[src/rtl/tlcs_pkg.sv]
`timescale 1ns / 1ps
// ----------------------------------------------------------------------------
// tlcs_pkg
// Shared widths, register indexes and controller/datapath command types for
// the straight-line track chi-square block.
// ----------------------------------------------------------------------------
package tlcs_pkg;

  localparam int DATA_W    = 32;
  localparam int SUM_W     = 48;
  localparam int MUL_W     = 33;
  localparam int PROD_W    = 2 * MUL_W;
  localparam int WIDE_W    = 66;
  localparam int SQ_HALF   = 24;
  localparam int ACC_W     = 96;
  localparam int NUM_W     = 128;
  localparam int DEN_W     = 64;
  localparam int CNT_W     = 7;
  localparam int CFG_IDX_W = 3;
  localparam int LAYER_W   = 4;

  localparam logic [SUM_W-1:0] SUM_MAX = '1;

  localparam logic [CFG_IDX_W-1:0] REG_TRACK_X0   = 3'd0;
  localparam logic [CFG_IDX_W-1:0] REG_TRACK_Y0   = 3'd1;
  localparam logic [CFG_IDX_W-1:0] REG_SLOPE_X    = 3'd2;
  localparam logic [CFG_IDX_W-1:0] REG_SLOPE_Y    = 3'd3;
  localparam logic [CFG_IDX_W-1:0] REG_REF_Z      = 3'd4;
  localparam logic [CFG_IDX_W-1:0] REG_SKIP_LAYER = 3'd5;

  localparam logic [LAYER_W-1:0] SKIP_RESET = 4'd15;

  typedef enum logic [4:0] {
    OP_IDLE,
    OP_PREP,
    OP_MUL_TX,
    OP_MUL_TY,
    OP_MUL_ERR,
    OP_CHECK,
    OP_MUL_LA,
    OP_DEN,
    OP_SQ0,
    OP_SQ1,
    OP_SQ2,
    OP_SQ3,
    OP_DIV1,
    OP_DIV2,
    OP_WAIT,
    OP_SAT,
    OP_TERM,
    OP_FIN
  } op_t;

  typedef struct packed {
    op_t  op;
    logic in_ready;
  } cmd_t;

  typedef struct packed {
    logic counted;
    logic err_zero;
    logic inclined;
    logic proj_ovf;
    logic res_ovf;
    logic div_done;
    logic out_free;
  } sts_t;

endpackage

[src/rtl/tlcs_ctrl.sv]
`timescale 1ns / 1ps
// ----------------------------------------------------------------------------
// tlcs_ctrl
// Sequencer that steps one layer item through projection, residual,
// squaring, one or two divisions and the sum update, or saturates or skips it.
// ----------------------------------------------------------------------------
module tlcs_ctrl (
  input  logic            clk,
  input  logic            rst,
  input  logic            hit_valid,
  input  tlcs_pkg::sts_t  sts,
  output tlcs_pkg::cmd_t  cmd
);

  typedef enum logic [4:0] {
    S_IDLE, S_PREP, S_MTX, S_MTY, S_MERR, S_CHECK, S_MLA, S_DEN,
    S_SQ0, S_SQ1, S_SQ2, S_SQ3, S_DIV1, S_DW1, S_DIV2, S_DW2,
    S_SAT, S_TERM, S_FIN
  } state_t;

  state_t state;

  always_ff @(posedge clk) begin
    if (rst) begin
      state        <= S_IDLE;
      cmd.op       <= tlcs_pkg::OP_IDLE;
      cmd.in_ready <= 1'b1;
    end else begin
      case (state)
        S_IDLE: begin
          if (hit_valid && cmd.in_ready) begin
            state        <= S_PREP;
            cmd.op       <= tlcs_pkg::OP_PREP;
            cmd.in_ready <= 1'b0;
          end
        end
        S_PREP: begin
          if (!sts.counted || sts.err_zero) begin
            state  <= S_FIN;
            cmd.op <= tlcs_pkg::OP_FIN;
          end else begin
            state  <= S_MTX;
            cmd.op <= tlcs_pkg::OP_MUL_TX;
          end
        end
        S_MTX: begin
          state  <= S_MTY;
          cmd.op <= tlcs_pkg::OP_MUL_TY;
        end
        S_MTY: begin
          state  <= S_MERR;
          cmd.op <= tlcs_pkg::OP_MUL_ERR;
        end
        S_MERR: begin
          state  <= S_CHECK;
          cmd.op <= tlcs_pkg::OP_CHECK;
        end
        S_CHECK: begin
          if (sts.proj_ovf) begin
            state  <= S_SAT;
            cmd.op <= tlcs_pkg::OP_SAT;
          end else if (sts.inclined) begin
            state  <= S_MLA;
            cmd.op <= tlcs_pkg::OP_MUL_LA;
          end else begin
            state  <= S_SQ0;
            cmd.op <= tlcs_pkg::OP_SQ0;
          end
        end
        S_MLA: begin
          if (sts.res_ovf) begin
            state  <= S_SAT;
            cmd.op <= tlcs_pkg::OP_SAT;
          end else begin
            state  <= S_DEN;
            cmd.op <= tlcs_pkg::OP_DEN;
          end
        end
        S_DEN: begin
          state  <= S_SQ0;
          cmd.op <= tlcs_pkg::OP_SQ0;
        end
        S_SQ0: begin
          state  <= S_SQ1;
          cmd.op <= tlcs_pkg::OP_SQ1;
        end
        S_SQ1: begin
          state  <= S_SQ2;
          cmd.op <= tlcs_pkg::OP_SQ2;
        end
        S_SQ2: begin
          state  <= S_SQ3;
          cmd.op <= tlcs_pkg::OP_SQ3;
        end
        S_SQ3: begin
          state  <= S_DIV1;
          cmd.op <= tlcs_pkg::OP_DIV1;
        end
        S_DIV1: begin
          state  <= S_DW1;
          cmd.op <= tlcs_pkg::OP_WAIT;
        end
        S_DW1: begin
          if (sts.div_done) begin
            if (sts.inclined) begin
              state  <= S_DIV2;
              cmd.op <= tlcs_pkg::OP_DIV2;
            end else begin
              state  <= S_TERM;
              cmd.op <= tlcs_pkg::OP_TERM;
            end
          end
        end
        S_DIV2: begin
          state  <= S_DW2;
          cmd.op <= tlcs_pkg::OP_WAIT;
        end
        S_DW2: begin
          if (sts.div_done) begin
            state  <= S_TERM;
            cmd.op <= tlcs_pkg::OP_TERM;
          end
        end
        S_SAT, S_TERM: begin
          state  <= S_FIN;
          cmd.op <= tlcs_pkg::OP_FIN;
        end
        S_FIN: begin
          // The datapath commits the sum in the same cycle the result slot frees.
          if (sts.out_free) begin
            state        <= S_IDLE;
            cmd.op       <= tlcs_pkg::OP_IDLE;
            cmd.in_ready <= 1'b1;
          end
        end
        default: begin
          state        <= S_IDLE;
          cmd.op       <= tlcs_pkg::OP_IDLE;
          cmd.in_ready <= 1'b1;
        end
      endcase
    end
  end

endmodule

[config.mk]
export PLATFORM = sky130hd
export DESIGN_NAME = tlcs_ctrl
export DESIGN_NICKNAME = d
export VERILOG_FILES = /design/src/rtl/tlcs_pkg.sv /design/src/rtl/tlcs_ctrl.sv
export SDC_FILE = /design/constraint.sdc
export NUM_CORES = 1
export LEC_CHECK = 0
export BUFFER_PORTS_ARGS = -buffer_cell sky130_fd_sc_hd__buf_2
export CORE_MARGIN = 1
export CORE_UTILIZATION = 40
export DETAILED_ROUTE_END_ITERATION = 12
export SYNTH_ARGS = -nofsm -noshare
export SYNTH_HDL_FRONTEND = slang
export SYNTH_SLANG_ARGS = --single-unit
[constraint.sdc]
create_clock -name clk -period 2.1 [get_ports clk]
set_input_delay 0.315 -clock clk [delete_from_list [all_inputs] [get_ports clk]]
set_output_delay 0.315 -clock clk [all_outputs]
set_load 0.02 [all_outputs]
==> run_summary.xml <==
<?xml version="1.0" encoding="UTF-8"?>
<metrics>
  <group name="die">
    <metric name="die-width" unit="µm">45.8</metric>
    <metric name="floorplan.io_pins" unit="">16</metric>
    <metric name="chipHeight" unit="µm">45.8</metric>
    <metric name="floorplan.initialDensity" unit="%">43.4</metric>
    <metric name="total_die_area" unit="mm²">0.00209</metric>
    <metric name="core_region_area" unit="mm²">0.00176</metric>
    <metric name="floorplan.rows" unit="">15</metric>
  </group>
  <group name="min_path">
    <metric name="hold_ep" unit="">cmd[5]$_SDFFE_PP0P_</metric>
    <metric name="hp-start" unit="">rst</metric>
    <metric name="timing.hold.worst_path_depth" unit="">2</metric>
    <metric name="hold_path.class" unit="">in -&gt; reg</metric>
  </group>
  <group name="critical_path">
    <metric name="setup.worst_path.end_class" unit="">flip-flop</metric>
    <metric name="reg2reg_to" unit="">state[1]$_SDFFE_PP0P_</metric>
    <metric name="data_arrival_time_of_the_critical_path" unit="ns">2.18</metric>
    <metric name="crit_required" unit="ns">2.28</metric>
    <metric name="reg2reg_depth" unit="">5</metric>
    <metric name="largest_fanout_on_the_critical_path" unit="">6</metric>
    <metric name="worst-setup-path-type" unit="">reg -&gt; reg</metric>
    <metric name="setup.reg_to_reg.worst_slack" unit="ns">0.10</metric>
    <metric name="critPathLaunchType" unit="">flip-flop</metric>
    <metric name="regToRegStartpoint" unit="">state[0]$_SDFFE_PP0P_</metric>
  </group>
  <group name="sta">
    <metric name="slew_at_the_pin_closest_to_its_max_slew_limit" unit="ns">0.470</metric>
    <metric name="maxSlewViolCount" unit="">0</metric>
    <metric name="timing.final.crit_share" unit="%">95.0</metric>
    <metric name="setup_total_negative_slack" unit="ns">0</metric>
    <metric name="fmax" unit="MHz">501</metric>
    <metric name="timing.clock.skew" unit="ns">0.00874</metric>
    <metric name="final_period_minus_worst_setup_slack" unit="ns">2.00</metric>
    <metric name="final_critical_path_setup_slack" unit="ns">0.104</metric>
    <metric name="final.hold.worst_slack" unit="ns">0.277</metric>
    <metric name="grt_setup_unrepaired" unit="">false</metric>
    <metric name="setup_viol" unit="">0</metric>
    <metric name="relSlewSlack" unit="%">68.6</metric>
    <metric name="report.final.hold_viol_count" unit="">0</metric>
  </group>
  <group name="clock_tree">
    <metric name="clock_sink_count" unit="">11</metric>
    <metric name="worst_skew_pair.late_latency" unit="ns">0.28</metric>
    <metric name="cts.clk_slew.worst_paths" unit="ns">0.08</metric>
    <metric name="clock-root-buffer" unit="">clkbuf_4</metric>
    <metric name="cts.hold.buffers_added" unit="">0</metric>
    <metric name="clock_path_buffers" unit="">2</metric>
    <metric name="number_of_buffers_added_by_the_clock_tree_synthesis_step" unit="">3</metric>
    <metric name="cts-htree-levels" unit="">1</metric>
    <metric name="clock_tree_from_tritoncts" unit="">done</metric>
  </group>
  <group name="synth">
    <metric name="ys_dominant_reg_cell" unit="">dfxtp_1</metric>
    <metric name="synth_common_cells" unit="">nor2_1, dfxtp_1, a21oi_1</metric>
    <metric name="synth_async_sr_flop_share" unit="%">0</metric>
    <metric name="synth-warning-count" unit="">0</metric>
    <metric name="synth-seq-area-share" unit="%">28.8</metric>
    <metric name="yosys.cell_count.top_type" unit="">nor2_1</metric>
    <metric name="synth_cell_type_count" unit="">36</metric>
    <metric name="post_synth_inst_count" unit="">100</metric>
    <metric name="synth.cell_area" unit="µm²">766</metric>
    <metric name="postSynthRegisterBits" unit="">11</metric>
    <metric name="fraction_of_synthesized_cell_area_taken_by_the_top_area_cell_type" unit="%">28.8</metric>
    <metric name="number_of_enable_type_register_cells_in_the_synthesized_netlist" unit="">0</metric>
    <metric name="synth_top_cells_by_area" unit="">dfxtp_1, a21oi_1, nor2_1</metric>
    <metric name="synth.avg_cell_area" unit="µm²">7.66</metric>
    <metric name="syn-num-nets" unit="">110</metric>
    <metric name="synth_area_leader_cell" unit="">dfxtp_1</metric>
  </group>
  <group name="route">
    <metric name="detail_route.vias_per_cell" unit="">5.97</metric>
    <metric name="wl" unit="µm">2020</metric>
    <metric name="drtPass1Iterations" unit="">4</metric>
    <metric name="drc_errors" unit="">0</metric>
    <metric name="dr.first_iter.drc_count" unit="">62</metric>
    <metric name="wire_length_per_cell_after_detailed_routing" unit="µm">13.9</metric>
    <metric name="routed-via-count" unit="">865</metric>
    <metric name="antenna_left" unit="">0</metric>
  </group>
  <group name="power_and_ir_drop">
    <metric name="design_power_total" unit="mW">1.23</metric>
    <metric name="p_leak" unit="nW">0.374</metric>
    <metric name="vdd_ir_drop_max" unit="V">0.000744</metric>
    <metric name="power_density" unit="mW/mm²">1330</metric>
  </group>
  <group name="global_route">
    <metric name="grt_remaining_overflow" unit="">0</metric>
    <metric name="grt_pass1_wl" unit="µm">3280</metric>
    <metric name="gr-usage-all-layers" unit="%">22.7</metric>
    <metric name="largest_net_degree_at_the_start_of_global_routing" unit="">13</metric>
    <metric name="grt_pass1_vias" unit="">768</metric>
    <metric name="number_of_antenna_violations_at_the_first_check_in_global_routing" unit="">0</metric>
  </group>
  <group name="place">
    <metric name="place.port_buffers" unit="">15</metric>
    <metric name="globalplace.congestion" unit="">0.895</metric>
    <metric name="post-dp-hpwl" unit="µm">1560</metric>
    <metric name="post_dp_cell_area" unit="µm²">893</metric>
    <metric name="worst_setup_timing_slack_at_the_placement_stage" unit="ns">0.0806</metric>
  </group>
  <group name="cells_and_area">
    <metric name="layout-area-overhead-vs-synth" unit="%">21.1</metric>
    <metric name="nets" unit="">131</metric>
    <metric name="layout-drive-gt1-share" unit="%">25.8</metric>
    <metric name="post-route-cell-area" unit="µm²">927</metric>
    <metric name="antennaDiodeCount" unit="">0</metric>
  </group>
  <group name="run">
    <metric name="cap_violations" unit="">0</metric>
  </group>
  <group name="outcome">
    <metric name="outcome" unit="">finished, final reports clean</metric>
  </group>
</metrics>
worst max path at each step:
stage | cells after the start | startpoint | endpoint
after floorplan | 6 | state[1]$_SDFFE_PP0P_ | state[1]$_SDFFE_PP0P_
after global placement | 5 | state[1]$_SDFFE_PP0P_ | cmd[4]$_SDFFE_PP0P_
after detailed placement | 5 | state[1]$_SDFFE_PP0P_ | state[1]$_SDFFE_PP0P_
after CTS | 5 | state[1]$_SDFFE_PP0P_ | state[1]$_SDFFE_PP0P_
after global routing | 5 | state[0]$_SDFFE_PP0P_ | state[1]$_SDFFE_PP0P_
final | 5 | state[0]$_SDFFE_PP0P_ | state[1]$_SDFFE_PP0P_
stage by stage:
step | std cells | utilization, %
2_1_floorplan | 100 | -
3_5_place_dp | 141 | 50.6
6_report | 145 | 52.6
3_3_place_gp | 141 | 50.6
5_1_grt | 145 | 52.6
4_1_cts | 145 | 52.1
cells by family after synthesis:
logic type	after synthesis	synth area share (%)
buffers and inverters	8	5.06
muxes	1	1.31
and+or+nand+nor	46	33.3
DFF	11	28.8
AOI/OAI and AO/OA	34	31.5
report_power, final:
group          switching (mW)  total [mW]  internal (mW)
sequential             0.0668       0.358          0.291
combinational           0.408       0.724          0.316
clock                  0.0776       0.151         0.0739
per-layer routing:
layer,wire [µm],track usage [%]
met2,903,33.1
met3,170,6.35
met5,0,0
met4,45,10.6
met1,902,30.7
sequential cells by signal, summed over array words and instances, names as in the netlist:
name   count
state      5
cmd        6
timing repair:
action	4_1_cts	5_1_grt
buffers inserted	0	0
endpoints found under the setup margin	0	5
resized for setup	0	3
worst max-delay path, stage by stage (launching register included):
cell and delay [ns]:
dfxtp_2 0.36, nor2b_1 0.15, nor3b_1 0.15, or3_4 0.41, or4_1 0.57, o221a_1 0.24
placed cells by master, fill, tap and decap left out, types with 2 or more instances in the layout:
cell type / instances
nor3_1: 5
inv_1: 2
buf_4: 7
nand4b_1: 2
clkbuf_4: 3
o2bb2ai_1: 3
o21bai_1: 2
a221oi_1: 5
nand2b_1: 4
dfxtp_2: 2
nand2_1: 7
nor2b_1: 6
a211oi_1: 2
nor2_1: 13
o21ai_0: 3
a21oi_1: 10
dfxtp_1: 9
buf_2: 15
layout make-up:
class                   count  area [µm²]
repair buffers             22         128
well taps                  25        31.3
fillers                   194         837
multi-input cells          81         512
clock buffers               4        26.3
flip-flops and latches     11         223
inverters                   2        7.51
(Power assumes the default switching activity.)
